$ cat config.mk
export PLATFORM = sky130hd
export DESIGN_NAME = delta_list_timer_queue_flat
export DESIGN_NICKNAME = d
export VERILOG_FILES = /design/src/rtl/dltq_pkg.sv /design/src/rtl/dltq_in_if.sv /design/src/rtl/dltq_out_if.sv /design/src/rtl/dltq_ram.sv /design/src/rtl/dltq_conv.sv /design/src/rtl/delta_list_timer_queue.sv /design/src/flat_wrapper.sv
export SDC_FILE = /design/constraint.sdc
export NUM_CORES = 2
export LEC_CHECK = 0
export BUFFER_PORTS_ARGS = -buffer_cell sky130_fd_sc_hd__buf_2
export CORE_MARGIN = 2
export CORE_UTILIZATION = 42
export DETAILED_ROUTE_END_ITERATION = 16
export PLACE_DENSITY_LB_ADDON = 0.25
export SKIP_LAST_GASP = 1
export SLEW_MARGIN = 5
export SYNTH_ARGS = -nofsm -noshare
export SYNTH_HDL_FRONTEND = slang
export SYNTH_SLANG_ARGS = --single-unit
$ cat constraint.sdc
create_clock -name i_clk -period 16.1 [get_ports i_clk]
set_input_delay 3.22 -clock i_clk [delete_from_list [all_inputs] [get_ports i_clk]]
set_output_delay 3.22 -clock i_clk [all_outputs]
set_load 0.05 [all_outputs]
$ cat src/rtl/dltq_pkg.sv
// Shared constants, types and codes for the delta-list timer queue.
`timescale 1ns / 1ps
package dltq_pkg;

    localparam int QUEUE_DEPTH = 16;
    localparam int TAG_BITS    = 8;
    localparam int IDX_W       = $clog2(QUEUE_DEPTH);
    localparam int CNT_W       = $clog2(QUEUE_DEPTH + 1);
    localparam int DELTA_W     = 33;
    localparam int RATE_W      = 21;
    localparam int DELAY_W     = 32;
    localparam int TICKS_W     = 32;
    localparam int SEC_W       = 64;
    localparam int PROD_W      = DELAY_W + RATE_W;
    localparam int QUO_W       = 34;
    localparam int REM_W       = PROD_W + 1;
    localparam int ENTRY_W     = TAG_BITS + DELTA_W;
    localparam int US_PER_SEC  = 1000000;
    localparam logic [RATE_W-1:0] RATE_RESET = RATE_W'(1000);

    localparam logic [1:0] CMD_TICK   = 2'd0;
    localparam logic [1:0] CMD_INSERT = 2'd1;
    localparam logic [1:0] CMD_CANCEL = 2'd2;

    typedef enum logic [2:0] {
        KIND_TICK      = 3'd0,
        KIND_EXPIRED   = 3'd1,
        KIND_INSERTED  = 3'd2,
        KIND_FULL      = 3'd3,
        KIND_CANCELLED = 3'd4,
        KIND_NOTFOUND  = 3'd5
    } t_kind;

    typedef struct packed {
        logic [TAG_BITS-1:0]       tag;
        logic signed [DELTA_W-1:0] delta;
    } t_entry;

    typedef struct packed {
        logic               start;
        logic [DELAY_W-1:0] delay;
        logic [RATE_W-1:0]  rate;
    } t_conv_req;

endpackage

$ cat src/rtl/dltq_in_if.sv
// Command word channel into the timer queue.
`timescale 1ns / 1ps
interface dltq_in_if;
    logic                          valid;
    logic                          ready;
    logic [1:0]                    cmd;
    logic [7:0]                    event_tag;
    logic [dltq_pkg::DELAY_W-1:0]  delay_us;

    modport source (output valid, cmd, event_tag, delay_us, input ready);
    modport sink   (input valid, cmd, event_tag, delay_us, output ready);
endinterface

$ cat src/rtl/dltq_out_if.sv
// Result word channel out of the timer queue.
`timescale 1ns / 1ps
interface dltq_out_if;
    logic                         valid;
    logic                         ready;
    logic [2:0]                   result_kind;
    logic [7:0]                   result_tag;
    logic [dltq_pkg::SEC_W-1:0]   uptime_seconds;
    logic [dltq_pkg::RATE_W-1:0]  subsecond_ticks;
    logic                         last_result;

    modport source (output valid, result_kind, result_tag, uptime_seconds,
                    subsecond_ticks, last_result, input ready);
    modport sink   (input valid, result_kind, result_tag, uptime_seconds,
                    subsecond_ticks, last_result, output ready);
endinterface

$ cat src/rtl/dltq_ram.sv
// Simple dual-port RAM with registered read data.
`timescale 1ns / 1ps
module dltq_ram #(
    parameter int WIDTH = 8,
    parameter int DEPTH = 16,
    parameter int AW    = $clog2(DEPTH)
) (
    input  logic             i_clk,
    input  logic             i_wr_en,
    input  logic [AW-1:0]    i_wr_addr,
    input  logic [WIDTH-1:0] i_wr_data,
    input  logic             i_rd_en,
    input  logic [AW-1:0]    i_rd_addr,
    output logic [WIDTH-1:0] o_rd_data
);
    logic [WIDTH-1:0] r_mem [DEPTH];
    logic [WIDTH-1:0] r_rd_data;

    always_ff @(posedge i_clk) begin
        if (i_wr_en) begin
            r_mem[i_wr_addr] <= i_wr_data;
        end
        if (i_rd_en) begin
            r_rd_data <= r_mem[i_rd_addr];
        end
    end

    assign o_rd_data = r_rd_data;
endmodule

$ cat src/rtl/dltq_conv.sv
// Delay conversion: microseconds times rate over one million, by reciprocal multiplication.
`timescale 1ns / 1ps
module dltq_conv (
    input  logic                           i_clk,
    input  logic                           i_rst_n,
    input  dltq_pkg::t_conv_req            i_req,
    output logic                           o_done,
    output logic [dltq_pkg::TICKS_W-1:0]   o_ticks
);
    // floor(x / 1000000) equals (x * RECIP) >> RECIP_SH for every 32-bit x
    localparam logic [30:0] RECIP    = 31'h431B_DE83;
    localparam int          RECIP_SH = 50;
    localparam int          QD_W     = dltq_pkg::QUO_W - dltq_pkg::RATE_W;

    logic                           r_run;
    logic                           r_done;
    logic                           r_ph;
    logic [1:0]                     r_dig;
    logic [31:0]                    r_x;
    logic [dltq_pkg::RATE_W-1:0]    r_lo;
    logic [QD_W-1:0]                r_qd;
    logic [dltq_pkg::QUO_W-1:0]     r_q;
    logic [dltq_pkg::PROD_W-1:0]    w_prod;
    logic [31:0]                    w_qm;
    logic [19:0]                    w_rem;

    assign w_prod = dltq_pkg::PROD_W'(i_req.delay) * dltq_pkg::PROD_W'(i_req.rate);
    assign w_qm   = 32'(r_qd) * 32'(dltq_pkg::US_PER_SEC);
    assign w_rem  = 20'(r_x - w_qm);

    // Long division in three digits: top 32 product bits, then 12, then 9 more.
    // Each digit takes a reciprocal multiply, then a remainder step.
    always_ff @(posedge i_clk) begin
        if (!i_rst_n) begin
            r_run  <= 1'b0;
            r_done <= 1'b0;
        end else begin
            r_done <= 1'b0;
            if (!r_run) begin
                if (i_req.start) begin
                    r_run <= 1'b1;
                    r_ph  <= 1'b0;
                    r_dig <= 2'd0;
                    r_q   <= '0;
                    r_x   <= w_prod[dltq_pkg::PROD_W-1:dltq_pkg::RATE_W];
                    r_lo  <= w_prod[dltq_pkg::RATE_W-1:0];
                end
            end else if (!r_ph) begin
                r_qd <= QD_W'((64'(r_x) * 64'(RECIP)) >> RECIP_SH);
                r_ph <= 1'b1;
            end else begin
                r_ph <= 1'b0;
                case (r_dig)
                    2'd0: begin
                        r_q[dltq_pkg::QUO_W-1:dltq_pkg::RATE_W] <= r_qd;
                        r_x   <= {w_rem, r_lo[20:9]};
                        r_dig <= 2'd1;
                    end
                    2'd1: begin
                        r_q[20:9] <= r_qd[11:0];
                        r_x       <= {3'b000, w_rem, r_lo[8:0]};
                        r_dig     <= 2'd2;
                    end
                    default: begin
                        r_q[8:0] <= r_qd[8:0];
                        r_run    <= 1'b0;
                        r_done   <= 1'b1;
                    end
                endcase
            end
        end
    end

    assign o_done  = r_done;
    assign o_ticks = (|r_q[dltq_pkg::QUO_W-1:dltq_pkg::TICKS_W]) ? '1
                                                               : r_q[dltq_pkg::TICKS_W-1:0];
endmodule

$ cat src/rtl/delta_list_timer_queue.sv
// Top level of the delta-list timer queue: sequencer over the entry RAM.
`timescale 1ns / 1ps
// Usage:
//   i_item carries one command word (tick, insert, cancel); i_item.ready is high
//   only while the sequencer is idle. Each command yields one or more result
//   words on o_result; last_result marks the final word of a command. An unused
//   command code is dropped with no result.
//   i_cfg_wr_en / i_cfg_wr_data write the tick rate; write it only while idle.
// Sequence (from accept to the final result word being loaded):
//   insert: the delay conversion (one multiply, then three digit steps), a
//     walk over the entries, a shift of the later entries, then place and load.
//   cancel: a search of the entries, a merge of the wait into the successor when
//     there is one, a shift down of the later entries, then a load.
//   tick: an empty list answers at once; else the head is read and checked, and
//     each expiring entry is popped and answered until the head is live or the
//     list runs empty. Full queue and empty cancel answer straight from idle.
// Reset (synchronous, active low) empties the list, zeroes the counters and
//   sets the rate to 1000. The RAM is not cleared; only live entries are read.
// A stalled receiver holds the output register; the sequencer waits with the
//   next result word and does not accept a command until the last is loaded.
module delta_list_timer_queue (
    input  logic                          i_clk,
    input  logic                          i_rst_n,
    input  logic                          i_cfg_wr_en,
    input  logic [dltq_pkg::RATE_W-1:0]   i_cfg_wr_data,
    dltq_in_if.sink                       i_item,
    dltq_out_if.source                    o_result
);
    localparam int IW = dltq_pkg::IDX_W;
    localparam int CW = dltq_pkg::CNT_W;
    localparam int TW = dltq_pkg::TAG_BITS;
    localparam int DW = dltq_pkg::DELTA_W;

    typedef enum logic [4:0] {
        S_IDLE, S_CONV, S_I_RD, S_I_CHK, S_SH_RD, S_SH_WR, S_I_PUT,
        S_C_RD, S_C_CHK, S_CA_RD, S_CA_WR, S_CS_RD, S_CS_WR,
        S_T_RD, S_T_CHK, S_T_FIN, S_EMIT
    } t_state;

    t_state                        r_state;
    t_state                        r_ret;
    logic [CW-1:0]                 r_cnt;
    logic [IW-1:0]                 r_base;
    logic [CW-1:0]                 r_i;
    logic [CW-1:0]                 r_j;
    logic [CW-1:0]                 r_pos;
    logic signed [DW-1:0]          r_t;
    logic signed [DW-1:0]          r_rm;
    logic [TW-1:0]                 r_tag;
    logic                          r_first;
    logic                          r_pend_v;
    logic [TW-1:0]                 r_pend_tag;
    logic [dltq_pkg::RATE_W-1:0]   r_rate;
    logic [dltq_pkg::RATE_W-1:0]   r_tc;
    logic [dltq_pkg::SEC_W-1:0]    r_sec;
    dltq_pkg::t_kind               r_e_kind;
    logic [TW-1:0]                 r_e_tag;
    logic                          r_e_last;
    logic                          r_ov;
    logic [2:0]                    r_o_kind;
    logic [7:0]                    r_o_tag;
    logic [dltq_pkg::SEC_W-1:0]    r_o_sec;
    logic [dltq_pkg::RATE_W-1:0]   r_o_tc;
    logic                          r_o_last;

    logic                          w_acc;
    logic                          w_out_free;
    logic                          w_load;
    logic                          w_wr_en;
    logic [IW-1:0]                 w_wr_addr;
    dltq_pkg::t_entry              w_wr_data;
    logic                          w_rd_en;
    logic [IW-1:0]                 w_rd_addr;
    dltq_pkg::t_entry              w_rd;
    logic signed [DW-1:0]          w_hd;
    logic [dltq_pkg::RATE_W-1:0]   w_tc1;
    logic [CW-1:0]                 w_cnt_m1;
    logic [IW-1:0]                 w_base_p1;
    dltq_pkg::t_conv_req           w_req;
    logic                          w_conv_done;
    logic [dltq_pkg::TICKS_W-1:0]  w_ticks;

    // Map a list position to a RAM address: the list is a ring from r_base.
    function automatic logic [IW-1:0] f_phys(input logic [IW-1:0] base,
                                             input logic [CW-1:0] off);
        logic [CW:0] s;
        s = (CW+1)'(base) + (CW+1)'(off);
        if (s >= (CW+1)'(dltq_pkg::QUEUE_DEPTH)) begin
            s = s - (CW+1)'(dltq_pkg::QUEUE_DEPTH);
        end
        return s[IW-1:0];
    endfunction

    assign w_acc      = i_item.valid && i_item.ready;
    assign w_out_free = !r_ov || o_result.ready;
    assign w_load     = (r_state == S_EMIT) && w_out_free;
    assign i_item.ready = (r_state == S_IDLE);
    assign w_hd       = w_rd.delta - (r_first ? DW'(1) : DW'(0));
    assign w_tc1      = r_tc + 1'b1;
    assign w_cnt_m1   = r_cnt - 1'b1;
    assign w_base_p1  = (r_base == IW'(dltq_pkg::QUEUE_DEPTH - 1)) ? '0 : r_base + 1'b1;

    assign w_req.start = w_acc && (i_item.cmd == dltq_pkg::CMD_INSERT) &&
                         (r_cnt < CW'(dltq_pkg::QUEUE_DEPTH));
    assign w_req.delay = i_item.delay_us;
    assign w_req.rate  = r_rate;

    dltq_conv u_conv (
        .i_clk   (i_clk),
        .i_rst_n (i_rst_n),
        .i_req   (w_req),
        .o_done  (w_conv_done),
        .o_ticks (w_ticks)
    );

    dltq_ram #(
        .WIDTH (dltq_pkg::ENTRY_W),
        .DEPTH (dltq_pkg::QUEUE_DEPTH)
    ) u_ram (
        .i_clk     (i_clk),
        .i_wr_en   (w_wr_en),
        .i_wr_addr (w_wr_addr),
        .i_wr_data (w_wr_data),
        .i_rd_en   (w_rd_en),
        .i_rd_addr (w_rd_addr),
        .o_rd_data (w_rd)
    );

    // RAM port control: one read or one write per state, never both on an entry.
    always_comb begin
        w_rd_en   = 1'b0;
        w_rd_addr = '0;
        w_wr_en   = 1'b0;
        w_wr_addr = '0;
        w_wr_data = w_rd;
        unique case (r_state)
            S_I_RD, S_C_RD: begin
                w_rd_en   = 1'b1;
                w_rd_addr = f_phys(r_base, r_i);
            end
            S_SH_RD: begin
                w_rd_en   = 1'b1;
                w_rd_addr = f_phys(r_base, CW'(r_j - 1'b1));
            end
            S_CA_RD: begin
                w_rd_en   = 1'b1;
                w_rd_addr = f_phys(r_base, CW'(r_i + 1'b1));
            end
            S_CS_RD: begin
                w_rd_en   = 1'b1;
                w_rd_addr = f_phys(r_base, CW'(r_j + 1'b1));
            end
            S_T_RD: begin
                w_rd_en   = 1'b1;
                w_rd_addr = r_base;
            end
            S_I_CHK: begin
                // the new entry lands before this one: shrink its wait
                w_wr_en         = (w_rd.delta >= r_t);
                w_wr_addr       = f_phys(r_base, r_i);
                w_wr_data.delta = w_rd.delta - r_t;
            end
            S_SH_WR, S_CS_WR: begin
                w_wr_en   = 1'b1;
                w_wr_addr = f_phys(r_base, r_j);
            end
            S_I_PUT: begin
                w_wr_en         = 1'b1;
                w_wr_addr       = f_phys(r_base, r_pos);
                w_wr_data.tag   = r_tag;
                w_wr_data.delta = r_t;
            end
            S_CA_WR: begin
                // successor inherits the removed entry's remaining wait
                w_wr_en         = 1'b1;
                w_wr_addr       = f_phys(r_base, CW'(r_i + 1'b1));
                w_wr_data.delta = w_rd.delta + r_rm;
            end
            S_T_CHK: begin
                w_wr_en         = r_first && (w_hd > 0);
                w_wr_addr       = r_base;
                w_wr_data.delta = w_hd;
            end
            default: begin
            end
        endcase
    end

    always_ff @(posedge i_clk) begin
        if (!i_rst_n) begin
            r_state  <= S_IDLE;
            r_ret    <= S_IDLE;
            r_cnt    <= '0;
            r_base   <= '0;
            r_rate   <= dltq_pkg::RATE_RESET;
            r_tc     <= '0;
            r_sec    <= '0;
            r_ov     <= 1'b0;
            r_pend_v <= 1'b0;
            r_first  <= 1'b0;
        end else begin
            if (i_cfg_wr_en) begin
                r_rate <= i_cfg_wr_data;
            end
            // hold the output word until taken; reload it from S_EMIT
            if (w_load) begin
                r_ov <= 1'b1;
            end else if (o_result.ready) begin
                r_ov <= 1'b0;
            end
            unique case (r_state)
                S_IDLE: begin
                    if (w_acc) begin
                        r_tag <= TW'(i_item.event_tag);
                        r_i   <= '0;
                        r_ret <= S_IDLE;
                        case (i_item.cmd)
                            dltq_pkg::CMD_TICK: begin
                                // advance the clock, carry into seconds once
                                if (w_tc1 >= r_rate) begin
                                    r_tc  <= w_tc1 - r_rate;
                                    r_sec <= r_sec + 1'b1;
                                end else begin
                                    r_tc <= w_tc1;
                                end
                                r_first  <= 1'b1;
                                r_pend_v <= 1'b0;
                                if (r_cnt == '0) begin
                                    r_e_kind <= dltq_pkg::KIND_TICK;
                                    r_e_tag  <= '0;
                                    r_e_last <= 1'b1;
                                    r_state  <= S_EMIT;
                                end else begin
                                    r_state <= S_T_RD;
                                end
                            end
                            dltq_pkg::CMD_INSERT: begin
                                if (r_cnt >= CW'(dltq_pkg::QUEUE_DEPTH)) begin
                                    r_e_kind <= dltq_pkg::KIND_FULL;
                                    r_e_tag  <= TW'(i_item.event_tag);
                                    r_e_last <= 1'b1;
                                    r_state  <= S_EMIT;
                                end else begin
                                    r_state <= S_CONV;
                                end
                            end
                            dltq_pkg::CMD_CANCEL: begin
                                if (r_cnt == '0) begin
                                    r_e_kind <= dltq_pkg::KIND_NOTFOUND;
                                    r_e_tag  <= TW'(i_item.event_tag);
                                    r_e_last <= 1'b1;
                                    r_state  <= S_EMIT;
                                end else begin
                                    r_state <= S_C_RD;
                                end
                            end
                            default: begin
                                // unused command: drop it
                            end
                        endcase
                    end
                end
                S_CONV: begin
                    if (w_conv_done) begin
                        r_t <= DW'(w_ticks);
                        if (r_cnt == '0) begin
                            r_pos   <= '0;
                            r_state <= S_I_PUT;
                        end else begin
                            r_state <= S_I_RD;
                        end
                    end
                end
                S_I_RD: r_state <= S_I_CHK;
                S_I_CHK: begin
                    if (w_rd.delta >= r_t) begin
                        r_pos   <= r_i;
                        r_j     <= r_cnt;
                        r_state <= (r_cnt > r_i) ? S_SH_RD : S_I_PUT;
                    end else begin
                        r_t <= r_t - w_rd.delta;
                        r_i <= r_i + 1'b1;
                        if (CW'(r_i + 1'b1) == r_cnt) begin
                            r_pos   <= r_cnt;
                            r_state <= S_I_PUT;
                        end else begin
                            r_state <= S_I_RD;
                        end
                    end
                end
                S_SH_RD: r_state <= S_SH_WR;
                S_SH_WR: begin
                    r_j     <= r_j - 1'b1;
                    r_state <= (CW'(r_j - 1'b1) == r_pos) ? S_I_PUT : S_SH_RD;
                end
                S_I_PUT: begin
                    r_cnt    <= r_cnt + 1'b1;
                    r_e_kind <= dltq_pkg::KIND_INSERTED;
                    r_e_tag  <= r_tag;
                    r_e_last <= 1'b1;
                    r_state  <= S_EMIT;
                end
                S_C_RD: r_state <= S_C_CHK;
                S_C_CHK: begin
                    if (w_rd.tag == r_tag) begin
                        r_rm <= w_rd.delta;
                        if (CW'(r_i + 1'b1) < r_cnt) begin
                            r_state <= S_CA_RD;
                        end else begin
                            r_cnt    <= w_cnt_m1;
                            r_e_kind <= dltq_pkg::KIND_CANCELLED;
                            r_e_tag  <= r_tag;
                            r_e_last <= 1'b1;
                            r_state  <= S_EMIT;
                        end
                    end else begin
                        r_i <= r_i + 1'b1;
                        if (CW'(r_i + 1'b1) == r_cnt) begin
                            r_e_kind <= dltq_pkg::KIND_NOTFOUND;
                            r_e_tag  <= r_tag;
                            r_e_last <= 1'b1;
                            r_state  <= S_EMIT;
                        end else begin
                            r_state <= S_C_RD;
                        end
                    end
                end
                S_CA_RD: r_state <= S_CA_WR;
                S_CA_WR: begin
                    r_j     <= r_i;
                    r_state <= S_CS_RD;
                end
                S_CS_RD: r_state <= S_CS_WR;
                S_CS_WR: begin
                    r_j <= r_j + 1'b1;
                    if (CW'(r_j + 2'd2) < r_cnt) begin
                        r_state <= S_CS_RD;
                    end else begin
                        r_cnt    <= w_cnt_m1;
                        r_e_kind <= dltq_pkg::KIND_CANCELLED;
                        r_e_tag  <= r_tag;
                        r_e_last <= 1'b1;
                        r_state  <= S_EMIT;
                    end
                end
                S_T_RD: r_state <= S_T_CHK;
                S_T_CHK: begin
                    r_first <= 1'b0;
                    if (w_hd <= 0) begin
                        // pop the head; hold its tag until we know if it is last
                        r_base     <= w_base_p1;
                        r_cnt      <= w_cnt_m1;
                        r_pend_tag <= w_rd.tag;
                        r_pend_v   <= 1'b1;
                        if (r_pend_v) begin
                            r_e_kind <= dltq_pkg::KIND_EXPIRED;
                            r_e_tag  <= r_pend_tag;
                            r_e_last <= 1'b0;
                            r_ret    <= (w_cnt_m1 == '0) ? S_T_FIN : S_T_RD;
                            r_state  <= S_EMIT;
                        end else begin
                            r_state <= (w_cnt_m1 == '0) ? S_T_FIN : S_T_RD;
                        end
                    end else begin
                        r_e_kind <= r_pend_v ? dltq_pkg::KIND_EXPIRED : dltq_pkg::KIND_TICK;
                        r_e_tag  <= r_pend_v ? r_pend_tag : '0;
                        r_e_last <= 1'b1;
                        r_ret    <= S_IDLE;
                        r_state  <= S_EMIT;
                    end
                end
                S_T_FIN: begin
                    r_e_kind <= dltq_pkg::KIND_EXPIRED;
                    r_e_tag  <= r_pend_tag;
                    r_e_last <= 1'b1;
                    r_ret    <= S_IDLE;
                    r_state  <= S_EMIT;
                end
                S_EMIT: begin
                    // load the output register once it frees up
                    if (w_out_free) begin
                        r_o_kind <= r_e_kind;
                        r_o_tag  <= 8'(r_e_tag);
                        r_o_sec  <= r_sec;
                        r_o_tc   <= r_tc;
                        r_o_last <= r_e_last;
                        r_state  <= r_ret;
                    end
                end
                default: r_state <= S_IDLE;
            endcase
        end
    end

    assign o_result.valid           = r_ov;
    assign o_result.result_kind     = r_o_kind;
    assign o_result.result_tag      = r_o_tag;
    assign o_result.uptime_seconds  = r_o_sec;
    assign o_result.subsecond_ticks = r_o_tc;
    assign o_result.last_result     = r_o_last;

`ifndef SYNTHESIS
    a_cnt_bound: assert property (@(posedge i_clk) disable iff (!i_rst_n)
        r_cnt <= CW'(dltq_pkg::QUEUE_DEPTH))
        else $error("entry count above queue depth");

    a_cnt_step: assert property (@(posedge i_clk) disable iff (!i_rst_n)
        $past(i_rst_n) |-> (r_cnt == $past(r_cnt) || r_cnt == $past(r_cnt) + 1'b1 ||
                            r_cnt + 1'b1 == $past(r_cnt)))
        else $error("entry count moved by more than one");

    a_full_reply: assert property (@(posedge i_clk) disable iff (!i_rst_n)
        (w_acc && i_item.cmd == dltq_pkg::CMD_INSERT &&
         r_cnt == CW'(dltq_pkg::QUEUE_DEPTH)) |=>
        (r_state == S_EMIT && r_e_kind == dltq_pkg::KIND_FULL && r_cnt == $past(r_cnt)))
        else $error("insert into full queue not answered as full");

    a_sec_step: assert property (@(posedge i_clk) disable iff (!i_rst_n)
        (w_acc && i_item.cmd == dltq_pkg::CMD_TICK) |=>
        (r_sec == $past(r_sec) || r_sec == $past(r_sec) + 1'b1))
        else $error("seconds counter jumped on a tick");
`endif
endmodule

$ cat src/flat_wrapper.sv
// flat-port wrapper written by rule: the top's interface ports become plain ports
module delta_list_timer_queue_flat 
  (i_clk, i_rst_n, i_cfg_wr_en, i_cfg_wr_data, i_item_valid, i_item_cmd, i_item_event_tag, i_item_delay_us, i_item_ready, o_result_valid, o_result_result_kind, o_result_result_tag, o_result_uptime_seconds, o_result_subsecond_ticks, o_result_last_result, o_result_ready);
  dltq_in_if i_item_i ();
  dltq_out_if o_result_i ();
  input  logic i_clk;
  input  logic i_rst_n;
  input  logic i_cfg_wr_en;
  input  logic [dltq_pkg::RATE_W-1:0] i_cfg_wr_data;
  input wire logic [$bits(i_item_i.valid)-1:0] i_item_valid;
  input wire logic [$bits(i_item_i.cmd)-1:0] i_item_cmd;
  input wire logic [$bits(i_item_i.event_tag)-1:0] i_item_event_tag;
  input wire logic [$bits(i_item_i.delay_us)-1:0] i_item_delay_us;
  output wire logic [$bits(i_item_i.ready)-1:0] i_item_ready;
  output wire logic [$bits(o_result_i.valid)-1:0] o_result_valid;
  output wire logic [$bits(o_result_i.result_kind)-1:0] o_result_result_kind;
  output wire logic [$bits(o_result_i.result_tag)-1:0] o_result_result_tag;
  output wire logic [$bits(o_result_i.uptime_seconds)-1:0] o_result_uptime_seconds;
  output wire logic [$bits(o_result_i.subsecond_ticks)-1:0] o_result_subsecond_ticks;
  output wire logic [$bits(o_result_i.last_result)-1:0] o_result_last_result;
  input wire logic [$bits(o_result_i.ready)-1:0] o_result_ready;
  assign i_item_i.valid = i_item_valid;
  assign i_item_i.cmd = i_item_cmd;
  assign i_item_i.event_tag = i_item_event_tag;
  assign i_item_i.delay_us = i_item_delay_us;
  assign i_item_ready = i_item_i.ready;
  assign o_result_valid = o_result_i.valid;
  assign o_result_result_kind = o_result_i.result_kind;
  assign o_result_result_tag = o_result_i.result_tag;
  assign o_result_uptime_seconds = o_result_i.uptime_seconds;
  assign o_result_subsecond_ticks = o_result_i.subsecond_ticks;
  assign o_result_last_result = o_result_i.last_result;
  assign o_result_i.ready = o_result_ready;
  delta_list_timer_queue u_core (.i_clk(i_clk), .i_rst_n(i_rst_n), .i_cfg_wr_en(i_cfg_wr_en), .i_cfg_wr_data(i_cfg_wr_data), .i_item(i_item_i), .o_result(o_result_i));
endmodule
; ---- Word-level counts from Yosys, hierarchy flattened
; Memories as Yosys holds them, arrays and structs flattened. A register that Yosys moved wholly into a read port is not among the register bits.
; Cells that the tools add are included.
[classes]
add_sub_neg = 27
multipliers = 3
n_lt_le_gt_ge = 15
n_eq_ne = 50
mux = 128
bitwise_logic = 2
reduce_logical = 56
[op_table]
columns = operator, n
row1 = two-way mux 5 bit, 27
row2 = one-hot mux 33 bit (4 select lines), 1
row3 = two-way mux 32 bit, 4
row4 = two-way mux 34 bit, 3
row5 = subtractor 33 bit, 3
row6 = two-way mux 8 bit, 12
row7 = one-hot mux 5 bit (16 select lines), 1
row8 = two-way mux 33 bit, 2
row9 = one-hot mux 33 bit (2 select lines), 1
row10 = "adder 64 x 1 -> 64 bit, second input constant", 1
row11 = one-hot mux 32 bit (2 select lines), 1
row12 = "multiplier 32 x 31 -> 63 bit, second input constant", 1
row13 = multiplier 32 x 21 -> 53 bit, 1
row14 = one-hot mux 8 bit (6 select lines), 1
row15 = one-hot mux 5 bit (3 select lines), 3
row16 = "== test 5 x 4 -> 1 bit, second input constant", 8
row17 = one-hot mux 4 bit (5 select lines), 2
row18 = one-hot mux 5 bit (4 select lines), 2
row19 = adder 4 x 5 -> 6 bit, 6
row20 = "greater-or-equal comparator 6 x 5 -> 1 bit, second input constant", 6
row21 = two-way mux 3 bit, 12
row22 = adder 33 bit, 1
row23 = greater-or-equal comparator 33 bit, 1
row24 = "greater-than comparator 33 x 1 -> 1 bit, second input constant", 1
row25 = 65 further kinds, 180
[word_totals]
register_bits = 439
ramBits = 656
input_bits = 68
output_inout_bits = 99
wordCells = 317
mem_count = 1
[mem_list]
columns = memory, depth, width, read_ports, rd_clocked_by_memory_dff, wr, line_no
row1 = u_core.u_ram.r_mem, 16, 41, 1, 1, 1, dltq_ram.sv:16  ; logic [WIDTH-1:0] r_mem [DEPTH];

; ---- Logic depth before layout (Yosys ltp)
[logic_depth]
ltp_word = 7
depth_mapped = 29
mapped_depth_nobuf = 27

; ---- Modules after synthesis
; A second synthesis with hierarchy kept.
[hier_totals]
hier_cells = 7938
area_unflattened_um2 = 90913.4
[by_module_without_submodules]
columns = module, instances, cells_each, area_per_inst_um2, seq_area_each_um2
row1 = dltq_conv, 1, 4308, 42055.3, 3133.0
row2 = dltq_ram, 1, 1066, 25786.0, 20930.1
row3 = delta_list_timer_queue, 1, 2564, 23072.1, 8688.3

; ---- Worst setup path after synthesis
; OpenSTA, ideal clock, no wires.
[synth_timing]
path_type = input -> register
start = in i_item_delay_us[9]
end = reg u_core.u_conv.r_x[29], data pin
setup_ns = 0.268
t_arrival_ns = 9.608
required_ns = 15.832
path_slack_ns = 6.224
path_stages = 24
n_path_buf = 1
cell_sequence = clkbuf_1 -> and2_1 -> fa_1 -> fa_1 -> inv_1 -> fa_1 -> inv_1 -> fa_1 -> inv_1 -> fa_1 -> inv_1 -> fa_1 -> fa_1 -> ha_1 -> a221oi_1 -> o21ai_0 -> a221oi_1 -> a21oi_1 -> a31o_2 -> o311a_1 -> o31a_1 -> a211oi_1 -> xor2_1 -> o22ai_1
[synth_via]
elab_chain_cells = 3
[synth_lines]
columns = element, line_no
row1 = start: declaration, flat_wrapper.sv:13  ; input wire logic [$bits(i_item_i.delay_us)-1:0] i_item_delay_us;
row2 = multiplier 32 x 21 -> 53 bit, dltq_conv.sv:27  ; assign w_prod = dltq_pkg::PROD_W'(i_req.delay) * dltq_pkg::PROD_W'(i_req.rate);
row3 = two-way mux 32 bit, dltq_conv.sv:40  ; if (i_req.start) begin
row4 = two-way mux 32 bit, dltq_conv.sv:39  ; if (!r_run) begin
row5 = end signal: assignment, dltq_conv.sv:45  ; r_x <= w_prod[dltq_pkg::PROD_W-1:dltq_pkg::RATE_W];
row6 = end signal: assignment, dltq_conv.sv:56  ; r_x <= {w_rem, r_lo[20:9]};
row7 = end signal: assignment, dltq_conv.sv:61  ; r_x <= {3'b000, w_rem, r_lo[8:0]};
row8 = end: declaration, dltq_conv.sv:19  ; logic [31:0] r_x;
; Every way passes these cells. The select of a mux whose other input is x is not followed.
; A chain may end at the register's enable or synchronous reset.

; ---- Final worst setup path
[layout_timing]
start = in i_item_delay_us[8]
end = reg u_core.u_conv.r_x[29], data pin
; Same word-level chain as after synthesis.

==> results.py <==
metrics = {
    "clock_network": {
        "clk_path_buf_depth": 3,
        "cts_post_setup_buffers_inserted": 0,
        "cts_tree": "yes",
        "insertion_delay_ns": 0.80,
        "cts.clk_slew.worst_paths_ns": 0.06,
        "cts_max_level": 4,
        "num_cts_buffers": 130,
        "ctsRootBufferMaster": "sky130_fd_sc_hd__clkbuf_16",
        "clock_sink_count": 1133,
        "cts_repair_resize_count": 0,
        "cts_hold_repair.buffers": 0,
    },
    "sta": {
        "finClkSkew_ns": 0.0313,
        "post-route-worst-setup-slack_ns": 6.18,
        "rsz0062_at_grt": "no",
        "max_freq_ghz": 0.101,
        "setup_viol_count_final": 0,
        "worst_hold_slack_ns": 0.414,
        "timing.final.crit_period_ns": 9.92,
        "finalHoldViolations": 0,
        "worst_pin_slew_ns": 1.31,
        "final_min_period_over_clock_period_pct": 61.6,
        "drv_slew": 0,
        "setup_tns_ns": 0,
        "timing.slew.headroom_pct": 13.0,
    },
    "global_route": {
        "grt_pass1_wl_microns": 408000,
        "grt.overflow.total": 0,
        "grt_antenna_before_repair": 15,
        "pin_count_of_the_biggest_net_entering_global_routing": 184,
        "vias_in_the_first_global_route": 66380,
        "track_usage_pct": 24.0,
    },
    "logic_synthesis": {
        "yosysWarnings": 0,
        "yosysSeqAreaShare_pct": 35.6,
        "synth_seq_cells": 1133,
        "fraction_of_synthesis_flops_using_an_asynchronous_set_or_reset_pin_pct": 0,
        "syn_inst": 8711,
        "postSynth.topFlopCell": "sky130_fd_sc_hd__edfxtp_1",
        "postSynthNetCount": 10477,
        "synth-edff-count": 1006,
        "synthesis.area_sq_um": 92000,
        "syn_avg_cell_area_sq_um": 10.6,
        "synthDistinctLibCells": 84,
    },
    "critical_path": {
        "critical_path_peak_fanout": 21,
        "endpoint_kind": "flip-flop",
        "worst_setup_path_startpoint": "i_item_delay_us[8]",
        "crit_path_start_kind": "primary input",
        "worst_r2r_startpoint": "u_core.u_conv.r_x[14]$_DFFE_PP_",
        "worstPathBufferInverterCount": 5,
        "timing.critical_path.cells": "buf_2 > and2_1 > fa_1 > fa_1 > inv_1 > fa_1 > inv_1 > fa_1 > inv_1 > fa_1 > inv_1 > fa_1 > fa_1 > ha_1 > a221oi_1 > o21ai_0 > a221oi_1 > a21oi_1 > a31o_2 > o311a_1 > o31a_1 > a211oi_1 > xor2_1 > o22ai_1",
        "worst_path_dominant_cell_family": "adder cells",
        "rr_endpoint": "u_core.u_conv.r_qd[10]$_DFFE_PP_",
        "crit_top_cell": "sky130_fd_sc_hd__fa_1",
        "crit_path_max_incr_delay_ns": 0.55,
        "critPathArrivalTime_ns": 10.43,
        "critical_path.endpoint": "u_core.u_conv.r_x[29]$_DFFE_PP_",
        "reg2reg_slack_ns": 7.17,
        "cp_slowest_cell": "sky130_fd_sc_hd__fa_1",
        "reg2reg_depth": 24,
        "worst-setup-path-type": "primary input to flip-flop",
        "required_ns": 16.60,
        "crit_path_depth": 24,
    },
    "cells_and_area": {
        "layout.cells.most_common": "sky130_fd_sc_hd__inv_1",
        "fin_nets": 10474,
        "mostFrequentLayoutCells": "sky130_fd_sc_hd__inv_1, sky130_fd_sc_hd__edfxtp_1, sky130_fd_sc_hd__fa_1",
        "fin_util_pct": 46.1,
        "synthToLayoutAreaGrowth_pct": 9.02,
        "drive_above_1_share_pct": 6.42,
        "fill_cells": 20138,
    },
    "die": {
        "horiz_die_dim_microns": 472,
        "io-pin-count": 167,
        "start_util_pct": 42.3,
        "total_number_of_placement_rows": 171,
        "fp.dieH_microns": 472,
        "fp.dieArea_sq_um": 223000,
        "total_core_area_sq_um": 217000,
    },
    "drt": {
        "detail_route.first_pass.iterations": 6,
        "wl_per_cell_microns": 22.8,
        "postRouteWirelength_microns": 267000,
        "post_drt_via_cell_ratio": 5.52,
        "route.vias.total": 64386,
        "post-route-drc-count": 0,
        "antenna_violating_nets_post_route": 0,
        "initialDrtViolationCount": 5372,
    },
    "placement": {
        "routability_congestion_estimate_from_global_placement": 0.949,
        "detailedPlacementHpwl_microns": 191000,
        "preCtsSetupSlack_ns": 5.38,
        "io_buffers": 166,
    },
    "hold_path": {
        "hold_path_class": "flip-flop to flip-flop",
    },
    "flow_run": {
        "maxCapViolCount": 0,
    },
    "outcome": {
        "outcome": "complete, no violations",
    },
}
-- final cells by class --
type | count | area (sq um) | area share (%)
diodes | 7 | 17.5 | 0.0175
clock buffers | 152 | 3380 | 3.37
clock inverters | 84 | 905 | 0.902
inverters | 1353 | 5080 | 5.07
multi-input cells | 5806 | 52800 | 52.7
flip-flops and latches | 1133 | 32800 | 32.7
well taps | 2854 | 3570 | 3.56
repair buffers | 284 | 1770 | 1.76
-- sequential cells by signal (all words and copies together) (netlist names), 13 cells and up --
| name | flops |
|---|---|
| u_core.r_rate | 21 |
| u_core.r_tc | 21 |
| u_core.u_conv.r_qd | 13 |
| u_core.r_rm | 33 |
| u_core.o_result.uptime_seconds | 64 |
| u_core.o_result.subsecond_ticks | 21 |
| u_core.u_conv.r_x | 32 |
| u_core.u_conv.r_q | 34 |
| u_core.r_sec | 64 |
| u_core.u_ram.o_rd_data | 41 |
| u_core.u_ram.r_mem | 656 |
| u_core.r_t | 33 |
| u_core.u_conv.r_lo | 21 |
-- kinds of logic (layout without fill, tap and decap cells) --
family	count (synthesis)	in the layout	share of synthesized area (%)
muxes	47	47	0.521
AOI/OAI and AO/OA	1456	1456	10.4
other	0	7	0
xor gates and xnor gates	335	335	3.19
DFF	1133	1133	35.6
buffers and inverters	1772	1873	7.25
and+or+nand+nor	2270	2270	11.9
adders and majority gates	1698	1698	31.1
-- metal layers --
| metal | part of all wire, % | GRT usage [%] | routed length, microns |
|---|---|---|---|
| met1 | 46 | 34.8 | 123000 |
| met2 | 45 | 37.3 | 120000 |
| met3 | 6.5 | 3.82 | 17400 |
| met4 | 2.6 | 6.50 | 6900 |
| met5 | 0.0098 | 0 | 26 |
-- per-stage QoR --
stage	instance area, sq um	std cells
after floorplan	92000	8711
after global placement	95900	11429
after detailed placement	95900	11429
after CTS	100000	11665
after global routing	100000	11670
final	100000	11673
-- worst min-delay path by stage --
stage / slack [ns] / from / cells past startpoint / end
after global placement: 0.40 / u_core.r_e_last$_SDFFCE_PN1P_ / 0 / u_core.o_result.last_result$_DFFE_PP_
after CTS: 0.41 / u_core.r_e_last$_SDFFCE_PN1P_ / 0 / u_core.o_result.last_result$_DFFE_PP_
final: 0.41 / u_core.r_e_last$_SDFFCE_PN1P_ / 0 / u_core.o_result.last_result$_DFFE_PP_
after global routing: 0.42 / u_core.r_e_tag[6]$_DFFE_PP_ / 0 / u_core.o_result.result_tag[6]$_DFFE_PP_
after floorplan: 0.40 / u_core.r_e_last$_SDFFCE_PN1P_ / 0 / u_core.o_result.last_result$_DFFE_PP_
after detailed placement: 0.41 / u_core.r_e_last$_SDFFCE_PN1P_ / 0 / u_core.o_result.last_result$_DFFE_PP_
-- synthesized netlist by cell type (all sizes together), types with 127 or more instances --
cell / count / share of area, %
a211oi: 238 / 1.9
a21oi: 403 / 2.2
and2: 540 / 3.7
clkbuf: 398 / 1.6
dfxtp: 127 / 2.8
edfxtp: 1006 / 33
fa: 978 / 21
ha: 720 / 9.8
inv: 1352 / 5.5
nand2: 930 / 3.8
nor2: 307 / 1.3
o21ai: 210 / 1.2
xnor2: 201 / 1.9
xor2: 134 / 1.3
Power is left out: the tool's default activity adds up to more than one toggle a clock period on the data nets, which glitch-free logic cannot reach.
